--- config.mk ---
export PLATFORM = sky130hd
export DESIGN_NAME = hpa_queue
export DESIGN_NICKNAME = d
export VERILOG_FILES = /design/src/hashed_port_pool_allocator_assert.svh /design/src/hpa_pkg.sv /design/src/hpa_queue.sv
export SDC_FILE = /design/constraint.sdc
export NUM_CORES = 1
export LEC_CHECK = 0
export BUFFER_PORTS_ARGS = -buffer_cell sky130_fd_sc_hd__buf_2
export CORE_ASPECT_RATIO = 0.7
export CORE_MARGIN = 1.5
export CORE_UTILIZATION = 24
export CTS_CLUSTER_DIAMETER = 60
export DETAILED_ROUTE_END_ITERATION = 10
export GPL_TIMING_DRIVEN = 0
export PLACE_DENSITY = 0.51
export SLEW_MARGIN = 20
export SYNTH_ARGS = -nofsm -noshare
export SYNTH_HDL_FRONTEND = slang
export SYNTH_SLANG_ARGS = --single-unit
export TNS_END_PERCENT = 10
--- constraint.sdc ---
create_clock -name clock -period 1.76 [get_ports clock]
set_clock_uncertainty 0.05 [all_clocks]
set_input_delay 0.352 -clock clock [delete_from_list [all_inputs] [get_ports clock]]
set_output_delay 0.352 -clock clock [all_outputs]
set_load 0.02 [all_outputs]
--- src/hashed_port_pool_allocator_assert.svh ---
// ---------------------------------------------------------------------------
// hashed port pool allocator assertion macros
// clocked assertion helpers used by the allocator back end
// ---------------------------------------------------------------------------
`ifndef HASHED_PORT_POOL_ALLOCATOR_ASSERT_SVH
`define HASHED_PORT_POOL_ALLOCATOR_ASSERT_SVH

// same-cycle implication, quiet during reset
`define HPA_ASSERT_IMPLY(lbl, ante, cons, msg) \
   lbl: assert property (@(posedge clock) disable iff (reset) (ante) |-> (cons)) \
      else $error(msg);

// next-cycle implication, quiet during reset
`define HPA_ASSERT_NEXT(lbl, ante, cons, msg) \
   lbl: assert property (@(posedge clock) disable iff (reset) (ante) |=> (cons)) \
      else $error(msg);

`endif

--- src/hpa_pkg.sv ---
// ---------------------------------------------------------------------------
// hpa_pkg
// shared types, codes and helpers of the hashed port pool allocator
// ---------------------------------------------------------------------------
`default_nettype none

package hpa_pkg;

   // request codes
   typedef enum logic [1:0] {
      REQ_INIT    = 2'd0,
      REQ_FETCH   = 2'd1,
      REQ_RELEASE = 2'd2,
      REQ_UNKNOWN = 2'd3
   } req_kind_type;

   // result status codes
   typedef enum logic [2:0] {
      ST_OK         = 3'd0,
      ST_EMPTY      = 3'd1,
      ST_NOT_USED   = 3'd2,
      ST_BAD_CONFIG = 3'd3,
      ST_BAD_PORT   = 3'd4
   } status_type;

   // register indexes
   localparam logic [2:0] CSR_PORT_LOW    = 3'd0;
   localparam logic [2:0] CSR_PORT_HIGH   = 3'd1;
   localparam logic [2:0] CSR_INDEX_SHIFT = 3'd2;
   localparam logic [2:0] CSR_PORT_BASE   = 3'd3;
   localparam logic [2:0] CSR_POOL_COUNT  = 3'd4;

   // port range used when a bound register holds zero
   localparam logic [15:0] DEFAULT_LOW  = 16'd1025;
   localparam logic [15:0] DEFAULT_HIGH = 16'hffff;

   // widest pool index carried between front and back
   localparam int POOL_MAX_W = 7;

   typedef struct packed {
      logic [15:0] port_low;
      logic [15:0] port_high;
      logic [3:0]  index_shift;
      logic [14:0] port_base;
      logic [4:0]  pool_count;
   } cfg_type;

   // classified request word passed from front to back
   typedef struct packed {
      req_kind_type          kind;
      logic [POOL_MAX_W-1:0] pool;
      logic [15:0]           rport;
   } item_type;

   // number of pools in use: zero counts as one, capped at the pool limit
   function automatic logic [7:0] active_pools(input logic [4:0] cnt,
                                               input logic [7:0] limit);
      if (cnt == 5'd0) return 8'd1;
      if ({3'b000, cnt} > limit) return limit;
      return {3'b000, cnt};
   endfunction

endpackage

`default_nettype wire

--- src/hpa_queue.sv ---
// ---------------------------------------------------------------------------
// hpa_queue
// short word queue between the front and the back
// ---------------------------------------------------------------------------
`default_nettype none

module hpa_queue
   import hpa_pkg::*;
(
   input  wire logic     clock,
   input  wire logic     reset,
   input  wire logic     push,
   input  item_type      push_item,
   input  wire logic     pop,
   output item_type      pop_item,
   output logic          full,
   output logic          empty
);

   localparam int DEPTH = 4;
   localparam int PTR_W = $clog2(DEPTH);

   item_type           slot_ff [DEPTH];
   logic [PTR_W-1:0]   wr_ff, wr_in;
   logic [PTR_W-1:0]   rd_ff, rd_in;
   logic [PTR_W:0]     cnt_ff, cnt_in;

   assign full     = (cnt_ff == (PTR_W+1)'(DEPTH));
   assign empty    = (cnt_ff == '0);
   assign pop_item = slot_ff[rd_ff];

   // pointer and fill count
   always_comb begin
      wr_in  = push ? wr_ff + 1'b1 : wr_ff;
      rd_in  = pop  ? rd_ff + 1'b1 : rd_ff;
      cnt_in = cnt_ff;
      if (push && !pop) cnt_in = cnt_ff + 1'b1;
      if (pop && !push) cnt_in = cnt_ff - 1'b1;
   end

   always_ff @(posedge clock) begin
      if (reset) begin
         wr_ff  <= '0;
         rd_ff  <= '0;
         cnt_ff <= '0;
      end else begin
         wr_ff  <= wr_in;
         rd_ff  <= rd_in;
         cnt_ff <= cnt_in;
      end
      if (push) slot_ff[wr_ff] <= push_item;
   end

endmodule

`default_nettype wire

==> results of run 1 <==
## worst min-delay path by stage
stage	startpoint	endpoint	slack, ns	cells after the start
2_1_floorplan	push_item[0]	slot_ff[0][0]	0.40	0
3_3_place_gp	cnt_ff[2]	cnt_ff[2]	0.44	2
3_5_place_dp	cnt_ff[2]	cnt_ff[2]	0.45	2
4_1_cts	push_item[24]	slot_ff[3][24]	0.15	1
5_1_grt	push_item[24]	slot_ff[3][24]	0.16	1
6_report	push_item[24]	slot_ff[3][24]	0.17	1
## power breakdown
part	switching [uW]	internal [uW]	leakage, uW
registers	36.7	2960	0.000993
clock network	855	1090	0.000147
logic	422	429	0.000659
## Yosys cell counts (2+ instances only)
| cell type | count |
|---|---|
| edfxtp_1 | 100 |
| a21oi_1 | 2 |
| mux4_2 | 20 |
| dfxtp_1 | 9 |
| buf_2 | 2 |
| mux4_1 | 5 |
| ha_1 | 5 |
| xnor2_1 | 2 |
| buf_12 | 2 |
| inv_1 | 6 |
| xor2_1 | 3 |
| and2_1 | 4 |
| nor2_1 | 8 |
## worst reg2reg max path, cell delays in order (launching register included)
cell	delay (ns)
dfxtp_1	0.37
inv_1	0.08
fa_1	0.44
xor2_1	0.16
or3_1	0.30
a21oi_1	0.13
## sequential cells by signal, indices dropped and copies added (netlist names), named ones only
register / flops
rd_ff: 2
slot_ff: 100
cnt_ff: 3
wr_ff: 2
## per-layer routing
layer  vias to the layer above  wire length (um)  GRT usage, %
li1                        877                 -             -
met1                       967              3430          11.8
met2                        52              3510          14.0
met3                         8               473          3.77
met4                         0                83          3.02
met5                         -                 0             0
## cells by family after synthesis
| logic type | after synthesis | share of synthesized area (%) |
|---|---|---|
| adder cells (fa/ha/maj) | 6 | 2.02 |
| AND/OR/NAND/NOR | 16 | 1.87 |
| flip-flops | 109 | 77.9 |
| multiplexers | 26 | 14.5 |
| AO/OA/AOI/OAI | 3 | 0.367 |
| XOR/XNOR | 5 | 1.07 |
| buffers and inverters | 13 | 2.27 |
## timing repair
item	in CTS	in global routing
setup endpoints to repair	25	50
setup buffers	7	0
gates resized for setup	36	14
gates cloned	2	0
## metrics by stage
stage | instance area (um^2) | utilization, %
after detailed placement | 4720 | 28.6
after CTS | 5230 | 31.7
after global routing | 5250 | 31.9
after floorplan | 4090 | -
after global placement | 4640 | 28.1
final | 5260 | 31.9
## cell type report
cell class,instances,area [um^2]
Sequential cell,109,3180
Antenna cell,1,2.50
Fill cell,1636,11200
Inverter,6,22.5
Tap cell,225,282
Buffer,7,75.1
Clock buffer,9,225
Timing Repair Buffer,66,598
Clock inverter,7,66.3
Multi-Input combinational cell,56,801
==> results.md, run 1 <==
- Yosys cell types: 23
- CP Buf/Inv Count: 4
- R2R depth: 5
- Final slew viol count: 0
- Final min period: 2.09 ns
- Die H: 112 um
- Core area: 0.0165 mm^2
- Total Die Area: 0.0178 mm^2
- HP Class: input pin to flop
- Critical-path cell list: buf_6 -> buf_12 -> buf_12 -> mux4_2 -> buf_6
- Pwr Total: 5800 uW
- Final cycle utilization of the critical path: 119%
- DRT iter0 DRCs: 94
- Post-CTS Hold Fix Bufs: 0
- Clk slew on worst S/H paths: around 0.07 ns
- Share of cells above drive strength 1: 44.6%
- Count of final setup violators: 25
- Vias/cell: 3.92
- CTS max path bufs: 2
- Leakage: 0.00180 uW
- Synth Area per Inst: 23.0 um^2
- Antenna violations before repair: 1
- Final net count: just under 300
- Critical Path RT: 1.36 ns
- Hpwl dp: just under 5000 um
- Non-filler cells, final: 486
- Prevailing post-synth register cell: edfxtp_1
- Vias in the first global route: 2,058
- Yosys warns: 0
- Status: finished with violations
- Cell taking the most area after synthesis: edfxtp_1
- Async S/R FF share, synth: 0%
- GRT overflow: 0
- Detail Route Antenna Nets: 0
- Commonest non-fill, non-tap cell in the layout: edfxtp_1
- Routed Wire Length: roughly 7500 um
- Startpoint Class: flop
- VDD IR max: 0.000398 V
- FP Rows: 39
- Syn Inst Count: between 150 and 200
- Most frequent cells in the layout: edfxtp_1 (100), buf_2 (36), mux4_2 (24)
- DR WL/cell: 15.4 um
- TritonCTS clock tree: built
- Reg2Reg Setup Slack: approximately 0.17 ns
- Crit path DAT: 1.69 ns
- Yosys top cell area share: 73.5%
- Violated checks: negative setup slack
- Power per cell area: 1100 mW/mm^2
- Dpl ws: -0.131 ns
- Root buf cell: clkbuf_16
- Die Width: 159 um
- Top cells by area, synth: edfxtp_1 (74%), mux4_2 (11%), dfxtp_1 (4.4%)
- Global-route wire length before repair: 11,900 um
- Slew headroom: 72.0%
- WS Path Type: flop to output pin
- DRC: 0
- Setup TNS: -7.77 ns
- CP max-delay cell: mux4_2
- # port buffers: between 50 and 60
- Num CTS Buffers: 9
- Num ports: 56
- Synth Net Count: 213
- Final worst slack: -0.331 ns
- CP Capture Type: output pin
- RD Place Congestion: 0.632
- RSZ-0062 raised after global routing: true
- # H-tree levels: 3
- CP max FO: 5
- CP endpoint: pop_item[2]
- Max Fclk: 0.478 GHz
- Seq/Total Area, Yosys: 77.9%
- GRT Overall Usage: under 10%
- Number of placed cells counting well taps: 460
- Crit. path cell count: 5
- Synth Register Bits: 109
- Clock tree sinks: 109
- R2r endpoint: cnt_ff[2]
- Reg2reg start: cnt_ff[0]
- Vias: around 1.9k
- Hold slack final: 0.173 ns
- # Max-Cap Violations: 0
- Area Overhead vs Synth: 28.7%
- Critical path's largest stage delay: 0.51 ns
- Pin count of the biggest net entering global routing: 26
- Critical path's top delay family: buffers and inverters
- Fin. Hold Viols: 0
- Drt pass-1 iters: 4
- Worst skew pair latency: 0.34 ns
- Worst slew pin tran: 0.420 ns
- Initial core utilization: 24.8%
- Number of synthesized flops with an enable pin: 100
- Synth Cell Area: 0.00409 mm^2
Power figures use the tool's default switching activity.
==> run 2, diff against run 1 <==
--- a/config.mk
+++ b/config.mk
@@ -6,13 +6,15 @@
 export NUM_CORES = 1
 export LEC_CHECK = 0
 export BUFFER_PORTS_ARGS = -buffer_cell sky130_fd_sc_hd__buf_2
+export CELL_PAD_IN_SITES_DETAIL_PLACEMENT = 0
+export CELL_PAD_IN_SITES_GLOBAL_PLACEMENT = 1
 export CORE_ASPECT_RATIO = 0.7
 export CORE_MARGIN = 1.5
 export CORE_UTILIZATION = 24
 export CTS_CLUSTER_DIAMETER = 60
 export DETAILED_ROUTE_END_ITERATION = 10
 export GPL_TIMING_DRIVEN = 0
-export PLACE_DENSITY = 0.51
+export PLACE_DENSITY = 0.55
 export SLEW_MARGIN = 20
 export SYNTH_ARGS = -nofsm -noshare
 export SYNTH_HDL_FRONTEND = slang
==> run 2 against run 1 <==
Against the previous run: critical path depth down 1; critical endpoint unchanged; global-route usage increased by 0.063 points; sequential share of layout area up 0.58 points; register-to-register slack lost 0.02 ns; highest routed layer unchanged; cell count fell by 0.62%; first-iteration DRC count up 70%; the flow still finishes with violations (negative setup slack); sequential power about the same; clock power about the same; cell area fell by 0.95%.
==> results.md, run 2 (same netlist as run 1, synthesis figures left out) <==
- Global-route wire length before repair: about 12,000 um
- Clk slew on worst S/H paths: roughly 0.07 ns
- Antenna violations before repair: 1
- Pin count of the biggest net entering global routing: 22
- Core area: 0.0165 mm^2
- Startpoint Class: flop
- Max Fclk: 0.481 GHz
- Final worst slack: -0.319 ns
- Status: finished with violations
- Dpl ws: -0.142 ns
- # port buffers: 54
- Vias: 1,892
- Count of final setup violators: 25
- Total Die Area: 0.0178 mm^2
- Clock tree sinks: between 100 and 150
- Routed Wire Length: 7580 um
- Placement-stage cell area: 0.00474 mm^2
- VDD IR max: 0.000536 V
- GRT Overall Usage: 9.20%
- Final cycle utilization of the critical path: 118%
- WS Path Type: flop to output pin
- RD Place Congestion: 0.672
- Final net count: 287
- Leakage: 0.00177 uW
- CTS max path bufs: 2
- Die Width: approximately 160 um
- Most frequent cells in the layout: edfxtp_1 (100), buf_2 (42), mux4_2 (23)
- DRC: 0
- Die H: 112 um
- DRT iter0 DRCs: between 150 and 200
- Fin. Hold Viols: 0
- Post-CTS Hold Fix Bufs: 0
- Num ports: 56
- HP Class: input pin to flop
- Critical Path RT: 1.36 ns
- Hold slack final: 0.176 ns
- Setup TNS: -6.79 ns
- Design area: 0.00521 mm^2
- CP Buf/Inv Count: 3
- Cell repeated most along the worst path: buf_12
- Pwr Total: 5780 uW
- Detail Route Antenna Nets: 0
- Drt pass-1 iters: 4
- FP Rows: 39
- CP max-delay cell: mux4_2
- Vias/cell: 3.92
- Critical path's top delay family: multiplexers
- Commonest non-fill, non-tap cell in the layout: edfxtp_1
- Slew headroom: about 73%
- Final slew viol count: 0
- # Max-Cap Violations: 0
- DR WL/cell: 15.7 um
- Violated checks: negative setup slack
- RSZ-0062 raised after global routing: true
- Worst skew pair latency: 0.34 ns
- Worst slew pin tran: 0.398 ns
- Share of cells above drive strength 1: 43.2%
- Num CTS Buffers: 9
- Largest regs: slot_ff: 100 flops, cnt_ff: 3 flops
- GRT overflow: 0
- Vias in the first global route: 2,022
- Root buf cell: clkbuf_16
- Crit path DAT: 1.68 ns
- Largest register FFs: 100
- Final min period: 2.08 ns
- Area Overhead vs Synth: 27.4%
- Critical path's largest stage delay: 0.55 ns
- Critical-path cell list: buf_12 -> buf_12 -> mux4_2 -> buf_6
- CP Capture Type: output pin
- Initial core utilization: between 20% and 30%
- Most flops, register: slot_ff
- Hpwl dp: 5010 um
- # H-tree levels: 3
- CP max FO: 8
- TritonCTS clock tree: built
- Power per cell area: 1110 mW/mm^2
run 2: cell types whose count changed in the layout (fill, tap and decap cells not counted), moves of 2 or more:
cell      change
buf_6         -7
buf_4         -2
clkbuf_1      +2
buf_2         +6
run 2: report_power, final:
group	internal, uW	leakage, uW	switching [uW]
clock	1140	0.000147	821
combinational	396	0.000635	419
sequential	2960	0.000993	36.7
run 2: worst paths after layout:
path	start	to	slack (ns)	depth (start not counted)
worst min register to register	cnt_ff[2]	cnt_ff[2]	0.46	2
worst max register to register	cnt_ff[0]	cnt_ff[2]	0.15	5
worst min-delay path	push_item[11]	slot_ff[3][11]	0.18	1
worst max-delay path	flop	pop_item[2]	-0.32	4
run 2: final cells by class:
cell class,count,area [um^2]
diodes,1,2.50
plain buffers,7,91.3
clock buffers,12,246
clock inverters,4,48.8
fillers,1634,11300
inverters,6,22.5
multi-input cells,56,803
flip-flops and latches,109,3180
well taps,225,282
repair buffers,63,526
run 2: stage by stage:
| stage | utilization, % | cells |
|---|---|---|
| floorplan | - | 178 |
| global placement | 28.1 | 457 |
| detailed placement | 28.8 | 461 |
| CTS | 31.3 | 482 |
| global route | 31.6 | 482 |
| finish | 31.6 | 483 |
run 2: repair_timing:
action | CTS | global route
gates resized for setup | 24 | 12
gates cloned | 2 | 0
setup endpoints to repair | 25 | 25
setup buffers | 3 | 0
run 2: per-layer routing:
| layer | track usage, % | routed length (um) | share of wire (%) | vias to the layer above |
|---|---|---|---|---|
| li1 | - | - | - | 869 |
| met1 | 11.6 | 3500 | 46 | 971 |
| met2 | 14.6 | 3620 | 48 | 44 |
| met3 | 3.58 | 370 | 4.9 | 8 |
| met4 | 3.02 | 89 | 1.2 | 0 |
| met5 | 0 | 0 | 0 | - |
