## src/hashed_port_pool_allocator_assert.svh

```systemverilog
// ---------------------------------------------------------------------------
// hashed port pool allocator assertion macros
// clocked assertion helpers used by the allocator back end
// ---------------------------------------------------------------------------
`ifndef HASHED_PORT_POOL_ALLOCATOR_ASSERT_SVH
`define HASHED_PORT_POOL_ALLOCATOR_ASSERT_SVH

// same-cycle implication, quiet during reset
`define HPA_ASSERT_IMPLY(lbl, ante, cons, msg) \
   lbl: assert property (@(posedge clock) disable iff (reset) (ante) |-> (cons)) \
      else $error(msg);

// next-cycle implication, quiet during reset
`define HPA_ASSERT_NEXT(lbl, ante, cons, msg) \
   lbl: assert property (@(posedge clock) disable iff (reset) (ante) |=> (cons)) \
      else $error(msg);

`endif

```

## src/hpa_pkg.sv

```systemverilog
// ---------------------------------------------------------------------------
// hpa_pkg
// shared types, codes and helpers of the hashed port pool allocator
// ---------------------------------------------------------------------------
`default_nettype none

package hpa_pkg;

   // request codes
   typedef enum logic [1:0] {
      REQ_INIT    = 2'd0,
      REQ_FETCH   = 2'd1,
      REQ_RELEASE = 2'd2,
      REQ_UNKNOWN = 2'd3
   } req_kind_type;

   // result status codes
   typedef enum logic [2:0] {
      ST_OK         = 3'd0,
      ST_EMPTY      = 3'd1,
      ST_NOT_USED   = 3'd2,
      ST_BAD_CONFIG = 3'd3,
      ST_BAD_PORT   = 3'd4
   } status_type;

   // register indexes
   localparam logic [2:0] CSR_PORT_LOW    = 3'd0;
   localparam logic [2:0] CSR_PORT_HIGH   = 3'd1;
   localparam logic [2:0] CSR_INDEX_SHIFT = 3'd2;
   localparam logic [2:0] CSR_PORT_BASE   = 3'd3;
   localparam logic [2:0] CSR_POOL_COUNT  = 3'd4;

   // port range used when a bound register holds zero
   localparam logic [15:0] DEFAULT_LOW  = 16'd1025;
   localparam logic [15:0] DEFAULT_HIGH = 16'hffff;

   // widest pool index carried between front and back
   localparam int POOL_MAX_W = 7;

   typedef struct packed {
      logic [15:0] port_low;
      logic [15:0] port_high;
      logic [3:0]  index_shift;
      logic [14:0] port_base;
      logic [4:0]  pool_count;
   } cfg_type;

   // classified request word passed from front to back
   typedef struct packed {
      req_kind_type          kind;
      logic [POOL_MAX_W-1:0] pool;
      logic [15:0]           rport;
   } item_type;

   // number of pools in use: zero counts as one, capped at the pool limit
   function automatic logic [7:0] active_pools(input logic [4:0] cnt,
                                               input logic [7:0] limit);
      if (cnt == 5'd0) return 8'd1;
      if ({3'b000, cnt} > limit) return limit;
      return {3'b000, cnt};
   endfunction

endpackage

`default_nettype wire

```

## src/hpa_front.sv

```systemverilog
// ---------------------------------------------------------------------------
// hpa_front
// accepts request words and picks the pool with an iterative modulo unit
// ---------------------------------------------------------------------------
`default_nettype none

module hpa_front
   import hpa_pkg::*;
#(
   parameter int NUM_POOLS = 16
) (
   input  wire logic        clock,
   input  wire logic        reset,
   input  wire logic        req_valid,
   output logic             req_stall,
   input  wire logic [1:0]  req_type,
   input  wire logic        req_dest_present,
   input  wire logic [15:0] req_dest_addr_low,
   input  wire logic [15:0] req_dest_port,
   input  wire logic [15:0] req_release_port,
   input  wire logic [4:0]  pool_count,
   input  wire logic        hold,
   output logic             push,
   output item_type         push_item
);

   localparam int HASH_STEPS = 5;   // 20 key bits, 4 bits a cycle

   typedef enum logic [1:0] {
      F_IDLE = 2'b01,
      F_HASH = 2'b10
   } fstate_type;

   fstate_type  state_ff, state_in;
   item_type    item_ff, item_in;
   logic [19:0] key_ff, key_in;
   logic [5:0]  rem_ff, rem_in;
   logic [2:0]  step_ff, step_in;

   logic [7:0]  np;
   logic [16:0] key_sum;
   logic        accept;
   logic        needs_hash;
   logic [5:0]  rem_nxt;

   assign np         = active_pools(pool_count, 8'(NUM_POOLS));
   assign key_sum    = {1'b0, req_dest_addr_low} + {1'b0, req_dest_port};
   assign req_stall  = (state_ff != F_IDLE) || hold;
   assign accept     = req_valid && !req_stall;
   assign needs_hash = req_dest_present &&
                       ((req_type == REQ_FETCH) || (req_type == REQ_RELEASE));

   // four restoring remainder steps per cycle
   always_comb begin
      logic [5:0] r;
      r = rem_ff;
      for (int i = 0; i < 4; i++) begin
         r = {r[4:0], key_ff[19-i]};
         if (r >= 6'(np)) r = r - 6'(np);
      end
      rem_nxt = r;
   end

   // control
   always_comb begin
      state_in  = state_ff;
      item_in   = item_ff;
      key_in    = key_ff;
      rem_in    = rem_ff;
      step_in   = step_ff;
      push      = 1'b0;
      push_item = item_ff;
      unique case (state_ff)
         F_IDLE: begin
            if (accept) begin
               item_in.kind  = req_kind_type'(req_type);
               item_in.rport = req_release_port;
               item_in.pool  = '0;
               if (needs_hash) begin
                  key_in   = {3'b000, key_sum};
                  rem_in   = '0;
                  step_in  = '0;
                  state_in = F_HASH;
               end else begin
                  push      = 1'b1;
                  push_item = item_in;
               end
            end
         end
         F_HASH: begin
            rem_in  = rem_nxt;
            key_in  = {key_ff[15:0], 4'b0000};
            step_in = step_ff + 3'd1;
            if (step_ff == 3'(HASH_STEPS - 1)) begin
               push           = 1'b1;
               push_item.pool = POOL_MAX_W'(rem_nxt);
               state_in       = F_IDLE;
            end
         end
         default: state_in = F_IDLE;
      endcase
   end

   always_ff @(posedge clock) begin
      if (reset) begin
         state_ff <= F_IDLE;
         step_ff  <= '0;
      end else begin
         state_ff <= state_in;
         step_ff  <= step_in;
      end
      item_ff <= item_in;
      key_ff  <= key_in;
      rem_ff  <= rem_in;
   end

endmodule

`default_nettype wire

```

## config.mk

```make
export PLATFORM = sky130hd
export DESIGN_NAME = hpa_front
export DESIGN_NICKNAME = d
export VERILOG_FILES = /design/src/hashed_port_pool_allocator_assert.svh /design/src/hpa_pkg.sv /design/src/hpa_front.sv
export SDC_FILE = /design/constraint.sdc
export NUM_CORES = 1
export LEC_CHECK = 0
export ABC_AREA = 1
export ABC_CLOCK_PERIOD_IN_PS = 24100
export BUFFER_PORTS_ARGS = -buffer_cell sky130_fd_sc_hd__buf_2
export CORE_MARGIN = 3
export CORE_UTILIZATION = 45
export CTS_BUF_LIST = sky130_fd_sc_hd__clkbuf_8
export DETAILED_ROUTE_END_ITERATION = 6
export HOLD_SLACK_MARGIN = 0.15
export PLACE_DENSITY = 0.68
export SLEW_MARGIN = 15
export SYNTH_ARGS = -nofsm -noshare
export SYNTH_HDL_FRONTEND = slang
export SYNTH_SLANG_ARGS = --single-unit
```

## constraint.sdc

```tcl
create_clock -name clock -period 24.1 [get_ports clock]
set_input_delay 4.82 -clock clock [delete_from_list [all_inputs] [get_ports clock]]
set_output_delay 4.82 -clock clock [all_outputs]
set_load 0.05 [all_outputs]
```

==> impl_metrics.toml, run 1 <==
[synthesis]
synth_cells = 492
synth.net_count = 597
synth_top_area_share_pct = 32.23
ys_seq_elements = 48
synth_area_mm2 = 0.004006
ys_seq_area_share_pct = 34.73
yosysWarningCount = 0
async_reset_ff_share_pct = 0
synth_edf_count = 43
ys_types = 37
avgSynthCellArea_um2 = 8.143
synth_top_cell_by_area = "edfxtp_1"
synth_flop_cell = "edfxtp_1"
synth_area_leaders = "edfxtp_1 (32%), ha_1 (12%), nand2_1 (11%)"

[grt]
grt_pass1_wl_um = 14460
antenna_found_initial = 0
grt_max_degree = 30
grt_overflow = 0
grt_pass1_vias = 3294
grt_usage_pct = 17.58

[drt]
ant_nets = 0
route.detailed.drc = 0
drt-total-wl_um = 8613
viasPerCell = 5.045
vias = 3461
dr.pass1.iters = 5
drtIter0Drc = 85
wl_per_cell_um = 12.56

[worst_setup_path]
worstPathRequired_ps = 19280
cp-end-kind = "output port"
r2r_end = "rem_ff[0]$_SDFFCE_PN0P_"
slowest_stage = "fa_1"
crit_type = "in2out"
setup.worst_path.start = "pool_count[4]"
worstPathArrival_ps = 11360
rrSetupSlack_ps = 18010
ff2ff_path_depth = 36
cpPeakStageDelay_ps = 510
path_common_cell = "nand2_1"
endpoint = "push_item[17]"
crit_fanout = 9
start_kind = "input port"
rr_startpoint = "key_ff[19]$_SDFFCE_PN0P_"

[sta]
grt_setup_unrepaired = "no"
slew_violations = 0
setup_tns_ps = 0
period_share_pct = 67.15
tightest_slew_ps = 740.2
hold_viol_final = 0
fin_skew_ps = 14.29
period_needed_ps = 16180
fmax_mhz = 61.79
setup_viol = 0
slew_headroom_pct = 50.53

[pwr]
p_per_area_mw_per_mm2 = 108.0
p_total_w = 0.0005019
ir_drop_uv = 59.07
p_leak_nw = 2.309

[floorplanning]
die_w_um = 100.4
initial_core_util_pct = 47.56
rows = 33
die_area_mm2 = 0.01007
die_h_um = 100.4
io_pins = 87
core_mm2 = 0.008423

[cts]
cts_root_buffer = "clkbuf_8"
post_cts_buffers = 0
clock_path_buffers = 2
cts_max_level = 2
clock-sinks = 48
clk_pin_slew_ps = 100
cts_buffers = 5
clock_latency_ps = 310
ctsHoldBuffers = 0
cts_resized = 0
tritoncts = "done"

[cells_and_area]
fin_nets = 685
layout_commonest_cell = "nand2_1"
final_cell_mix = "nand2_1 (117), buf_2 (85), inv_1 (67), edfxtp_1 (43), ha_1 (40)"
final_layout_size_suffix_gt1_share_pct = 25.13
finalInstanceArea_mm2 = 0.004648
syn2layout_area_growth_pct = 16.02
antenna_cells = 0
final_util_pct = 55.18

[placement]
place_area_mm2 = 0.004553
gp_congestion = 0.8731
portBuffers = 85
dp_hpwl_um = 7074

[run]
maxCapViolations = 0

[min_path]
min_path_type = "reg2reg"

[outcome]
status = "finished, final reports clean"
-- power breakdown --
part / leakage (nW) / switching [W] / total [W] / internal (W)
clock network: 0.0491 / 0.0000292 / 0.0000506 / 0.0000214
registers: 0.436 / 0.00000460 / 0.000115 / 0.000110
logic: 1.82 / 0.000217 / 0.000337 / 0.000120
-- cells by family after synthesis --
logic type / share of synthesized area [%]
compound gates: 9.838
xor+xnor: 2.405
fa+ha+maj: 14.99
buf+inv: 7.370
flops: 34.73
mux: 5.059
other cells: 0.09360
simple gates: 25.52
-- final cells by class --
cell class	count	area, um2
Clock buffer	5	68.82
Clock inverter	3	26.28
Fill cell	811	3775
Inverter	71	266.5
Multi-Input combinational cell	367	2323
Sequential cell	48	1391
Tap cell	105	131.4
Timing Repair Buffer	87	440.4
-- state kept, by name, summed over array words and instances, names as in the netlist --
register  count
key_ff       20
item_ff      18
rem_ff        5
step_ff       3
state_ff      2
-- cells in the mapped netlist (all sizes together), types with 3 or more instances --
cell / n
o21ai: 29
xnor2: 6
ha: 40
a21oi: 34
a211oi: 3
or2: 6
buf: 6
nand3: 36
edfxtp: 43
nand2: 127
nand3b: 4
mux2: 18
fa: 5
nor2: 42
inv: 71
xor2: 5
dfxtp: 5
-- worst min-delay path by stage --
stage                                       start                      end  slack, ps  cells after the start
after CTS                 step_ff[1]$_SDFFE_PP0P_  step_ff[1]$_SDFFE_PP0P_        500                      2
after global placement    step_ff[1]$_SDFFE_PP0P_  step_ff[1]$_SDFFE_PP0P_        470                      2
after floorplan           step_ff[1]$_SDFFE_PP0P_  step_ff[1]$_SDFFE_PP0P_        460                      2
final                     step_ff[1]$_SDFFE_PP0P_  step_ff[1]$_SDFFE_PP0P_        510                      2
after detailed placement  step_ff[1]$_SDFFE_PP0P_  step_ff[1]$_SDFFE_PP0P_        490                      2
after global routing          key_ff[6]$_DFFE_PP_     key_ff[10]$_DFFE_PP_        530                      2
-- metrics by stage --
step	hold WS (ps)	setup slack (ps)	instances
finish	507.9	7917	686
global route	530.2	7162	686
CTS	502.1	7903	686
detailed placement	487.5	7921	678
global placement	474.5	8093	678
floorplan	455.2	8594	492
-- critical path, delay by kind of cell --
kind,cells,cell delay [ps]
and+or+nand+nor,19,2520
adders and majority gates,4,1630
AOI/OAI and AO/OA,8,1400
buffers and inverters,7,1010
-- per-layer routing --
metal	global-route usage, %	vias to the layer above	share of wire [%]
met5	0	-	0
met4	4.456	0	1.5
met3	3.197	13	4.0
met2	31.65	62	51
met1	21.60	1571	43
li1	-	1815	-
Power figures use the tool's default switching activity.
==> inputs of run 2 (changes only) <==
- ABC_CLOCK_PERIOD_IN_PS: 24100 -> 16200
- clock period: 24.1 -> 16.2 ns (I/O delays scaled with it)
==> run 2 against run 1 <==
  * Die area unchanged
  * Clock skew decreased by 12 ps
  * Cell area increased by 0.92%
  * Clock power increased by 110%
  * Utilization increased by 0.50 points
  * Register-to-register slack got worse by 7900 ps
  * Via count increased by 0.69%
  * Largest cell class unchanged
  * Largest power group unchanged
==> impl_metrics.toml, run 2 (same netlist as run 1, synthesis figures left out) <==
[cts]
cts_root_buffer = "clkbuf_8"
cts_max_level = 2
clock_path_buffers = 2
cts_buffers = 5
post_cts_buffers = 0
clk_pin_slew_ps = 90
clock-sinks = 48
tritoncts = "done"
cts_resized = 0
clock_latency_ps = 300
ctsHoldBuffers = 0

[sta]
period_needed_ps = 13010
slew_violations = 0
hold_viol_final = 0
setup_tns_ps = 0
slew_headroom_pct = 48.72
setup_viol = 0
tightest_slew_ps = 767.3
fin_skew_ps = 2.335
period_share_pct = 80.32
fmax_mhz = 76.85
grt_setup_unrepaired = "no"

[drt]
drtIter0Drc = 118
wl_per_cell_um = 12.70
viasPerCell = 5.080
dr.pass1.iters = 5
ant_nets = 0
drt-total-wl_um = 8710
vias = 3485
route.detailed.drc = 0

[placement]
gp_congestion = 0.8807
dp_hpwl_um = 7034
portBuffers = 85

[worst_setup_path]
path_common_cell = "nand2_1"
cp-end-kind = "output port"
crit_type = "in2out"
worstPathRequired_ps = 12960
crit_fanout = 9
r2r_end = "rem_ff[2]$_SDFFCE_PN0P_"
ff2ff_path_depth = 36
start_kind = "input port"
cpPeakStageDelay_ps = 510
rr_startpoint = "key_ff[19]$_SDFFCE_PN0P_"
rrSetupSlack_ps = 10100
slowest_stage = "fa_1"
worstPathArrival_ps = 9770

[pwr]
power_frac_comb_pct = 64.6
power.switching_w = 0.0003742
p_int_w = 0.0004037
clkPwrFrac_pct = 13.4
pwr-share-seq_pct = 22.0
p_per_area_mw_per_mm2 = 165.8
ir_drop_uv = 74.89
p_leak_nw = 2.328
swShare_pct = 48.10

[grt]
antenna_found_initial = 0
met1_usage_pct = 22.26
use_met3_pct = 2.988
grt_usage_pct = 17.94
grt_pass1_vias = 3381
use_met2_pct = 31.70
grt_overflow = 0
grt_max_degree = 30
grt_pass1_wl_um = 14860
grt-busiest-layer = "met2"

[cells_and_area]
nFillCells = 828
final-seq-area_mm2 = 0.001391
fin_nets = 685
syn2layout_area_growth_pct = 17.08
largest-register = "key_ff"
final_layout_size_suffix_gt1_share_pct = 25.13
antenna_cells = 0
largest_reg_flops = 20
final_cell_mix = "nand2_1 (117), buf_2 (85), inv_1 (67), edfxtp_1 (43), ha_1 (40)"
multi_input_area_mm2 = 0.002323
final_util_pct = 55.69
reg_top3 = "key_ff: 20 flops, item_ff: 18 flops, rem_ff: 5 flops"
layout_commonest_cell = "nand2_1"

[floorplanning]
io_pins = 87
core_mm2 = 0.008423
initial_core_util_pct = 47.56
die_area_mm2 = 0.01007
die_w_um = 100.4
die_h_um = 100.4
rows = 33

[min_path]
hp-start = "step_ff[1]$_SDFFE_PP0P_"
min_path_type = "reg2reg"
hold_depth = 2
min_to = "step_ff[1]$_SDFFE_PP0P_"

[run]
maxCapViolations = 0

[outcome]
status = "finished, final reports clean"
run 2: cell types whose count changed in the layout (fill, tap and decap cells not counted), sizes merged:
cell,before,now
bufinv,0,2
clkinv,1,0
inv,73,72
run 2: metrics by stage:
stage / instance area, um2 / cells / total power (W) / setup slack, ps / hold WS, ps
3_5_place_dp: 4553 / 678 / 0.0006722 / 3189 / 488.3
2_1_floorplan: 4006 / 492 / 0.0005769 / 3854 / 455.2
5_1_grt: 4691 / 686 / 0.0008501 / 2465 / 547.8
4_1_cts: 4691 / 686 / 0.0007794 / 3187 / 501.4
6_report: 4691 / 686 / 0.0007779 / 3188 / 501.8
3_3_place_gp: 4553 / 678 / 0.0006636 / 3349 / 473.3
run 2: critical path: cells and delay by family:
kind	cells	cell delay [ps]
simple gates	19	2510
fa+ha+maj	4	1630
compound gates	8	1410
buf+inv	7	990
run 2: how the worst max path moves through the flow:
stage,from,to,depth (start not counted)
2_1_floorplan,pool_count[1],push_item[18],37
3_3_place_gp,pool_count[4],push_item[20],38
3_5_place_dp,pool_count[4],push_item[20],38
4_1_cts,pool_count[4],push_item[19],38
5_1_grt,pool_count[4],push_item[19],41
6_report,pool_count[4],push_item[19],38
run 2: layout make-up:
cell class,count,share of cell area [%]
Clock inverter,3,1.467
Inverter,71,5.682
Timing Repair Buffer,87,9.389
Tap cell,105,2.801
Multi-Input combinational cell,367,49.53
Clock buffer,5,1.467
Sequential cell,48,29.66
run 2: power by group through the flow:
stage          registers (W)  clock network [W]  logic, W
3_3_place_gp        0.000173                  0  0.000491
5_1_grt             0.000173           0.000111  0.000566
4_1_cts             0.000171           0.000106  0.000502
2_1_floorplan       0.000172                  0  0.000405
3_5_place_dp        0.000174                  0  0.000498
6_report            0.000171           0.000104  0.000503
run 2: per-layer routing:
layer,up-vias,part of all wire (%)
met2,79,51
li1,1813,-
met4,0,1.6
met3,14,4.4
met1,1579,43
met5,-,0
==> inputs of run 3 (changes only) <==
- ABC_CLOCK_PERIOD_IN_PS: 16200 -> 10900
- PLACE_DENSITY: 0.68 -> 0.71
- clock period: 16.2 -> 10.9 ns (I/O delays scaled with it)
==> run 3 against run 2 <==
  * Worst hold slack improved by 12 ps
  * Die area unchanged
  * Routed wire length grew 2.5%
  * Worst setup slack worse by 2700 ps
  * Utilization is 0.42 points higher
  * Sequential cell count stayed put
  * Clock skew hardly changed
  * Clock power rose by 49%
  * Combinational power increased by 55%
  * Via count up 0.95%
  * Sequential power grew 48%
  * Cell area up 0.75%
==> impl_metrics.toml, run 3 (same netlist as run 1, synthesis figures left out) <==
[cts]
clock_path_buffers = 2
clock-sinks = 48
post_cts_buffers = 0
clock_latency_ps = 300
ctsHoldBuffers = 0
cts_root_buffer = "clkbuf_8"
cts_resized = 0
cts_max_level = 2
clk_pin_slew_ps = 90
tritoncts = "done"
cts_buffers = 5

[placement]
portBuffers = 85
place_area_mm2 = 0.004561
gp_congestion = 0.9080
dp_hpwl_um = 7129

[grt]
grt_pass1_vias = 3349
grt_usage_pct = 17.57
grt_max_degree = 31
antenna_found_initial = 0
grt_pass1_wl_um = 14490
grt_overflow = 0

[floorplanning]
die_area_mm2 = 0.01007
core_mm2 = 0.008423
die_h_um = 100.4
rows = 33
die_w_um = 100.4
io_pins = 87
initial_core_util_pct = 47.56

[sta]
setup_tns_ps = 0
slew_violations = 0
fmax_mhz = 95.98
slew_headroom_pct = 30.30
hold_viol_final = 0
period_share_pct = 95.59
grt_setup_unrepaired = "no"
setup_viol = 0
tightest_slew_ps = 1045
period_needed_ps = 10420
fin_skew_ps = 1.963
whs_ps = 514.3

[cells_and_area]
largest-register = "key_ff"
nFillCells = 800
largest_reg_flops = 20
layout_commonest_cell = "nand2_1"
final_layout_size_suffix_gt1_share_pct = 25.95
syn2layout_area_growth_pct = 17.96
finalInstanceArea_mm2 = 0.004726
reg_top3 = "key_ff: 20 flops, item_ff: 18 flops, rem_ff: 5 flops"
final_cell_mix = "nand2_1 (117), buf_2 (82), inv_1 (67), edfxtp_1 (43), ha_1 (40)"
antenna_cells = 0
fin_nets = 686

[worst_setup_path]
rr_startpoint = "key_ff[19]$_SDFFCE_PN0P_"
setup.worst_path.start = "pool_count[2]"
worstPathArrival_ps = 8240
endpoint = "push_item[18]"
critical_path.top_delay_family = "simple AND/OR/NAND/NOR gates"
ff2ff_path_depth = 37
start_kind = "input port"
worstPathRequired_ps = 8720
path_common_cell = "nand2_1"
cp-end-kind = "output port"
crit_type = "in2out"
crit_fanout = 9
cp.depth = 41
slowest_stage = "fa_1"
critical_path_buf_inv_count = 7
r2r_end = "rem_ff[4]$_SDFFCE_PN0P_"
cpPeakStageDelay_ps = 470
rrSetupSlack_ps = 4920

[pwr]
ir_drop_uv = 120.3
p_per_area_mw_per_mm2 = 251.7
p_leak_nw = 2.335
p_total_w = 0.001189

[drt]
vias = 3518
dr.pass1.iters = 5
route.detailed.drc = 0
wl_per_cell_um = 13.00
drtIter0Drc = 109
viasPerCell = 5.121
ant_nets = 0
drt-total-wl_um = 8929

[outcome]
status = "finished, final reports clean"

[run]
maxCapViolations = 0

[min_path]
min_path_type = "reg2reg"
## run 3: worst register-to-register path: cells and delay by family (launching register included)
kind	cells	cell delay [ps]
simple gates	17	1830
fa+ha+maj	5	1730
compound gates	8	1330
buf+inv	7	580
flops	1	380
## run 3: metrics by stage
step / instances / utilization, % / setup WS, ps
6_report: 687 / 56.11 / 480.6
5_1_grt: 687 / 56.11 / 13.22
3_3_place_gp: 679 / 54.14 / 509.1
2_1_floorplan: 492 / - / 673.7
3_5_place_dp: 679 / 54.14 / 260.1
4_1_cts: 687 / 55.78 / 216.6
## run 3: per-layer routing
layer  vias to the layer above  GRT usage [%]  routed length (um)
met5                         -              0                   0
met4                         0          5.389                 146
met3                        12          1.876                 326
met2                        76          31.96                4634
met1                      1622          21.72                3822
li1                       1808              -                   -
## run 3: worst min-delay path by stage
stage	start	endpoint	slack (ps)	depth (start not counted)
finish	step_ff[1]$_SDFFE_PP0P_	step_ff[1]$_SDFFE_PP0P_	510	2
global route	step_ff[1]$_SDFFE_PP0P_	step_ff[1]$_SDFFE_PP0P_	540	2
CTS	step_ff[2]$_SDFFE_PP0P_	step_ff[2]$_SDFFE_PP0P_	510	2
detailed placement	step_ff[1]$_SDFFE_PP0P_	step_ff[1]$_SDFFE_PP0P_	500	2
global placement	step_ff[1]$_SDFFE_PP0P_	step_ff[1]$_SDFFE_PP0P_	470	2
floorplan	step_ff[1]$_SDFFE_PP0P_	step_ff[1]$_SDFFE_PP0P_	460	2
## run 3: final cells by class
cell class	count	area, um2	share of cell area [%]
clock buffer	5	68.82	1.456
clock inverter	3	68.82	1.456
inverter	71	266.5	5.639
multi-input combinational	367	2344	49.59
sequential	48	1391	29.44
tap	105	131.4	2.780
timing repair buffer	88	455.4	9.637
## run 3: report_power, final
group	switching [W]	internal (W)	total (W)
Clock	0.0000623	0.0000923	0.000155
Combinational	0.000508	0.000274	0.000782
Sequential	0.0000100	0.000243	0.000253
Total	0.000580	0.000610	0.00119
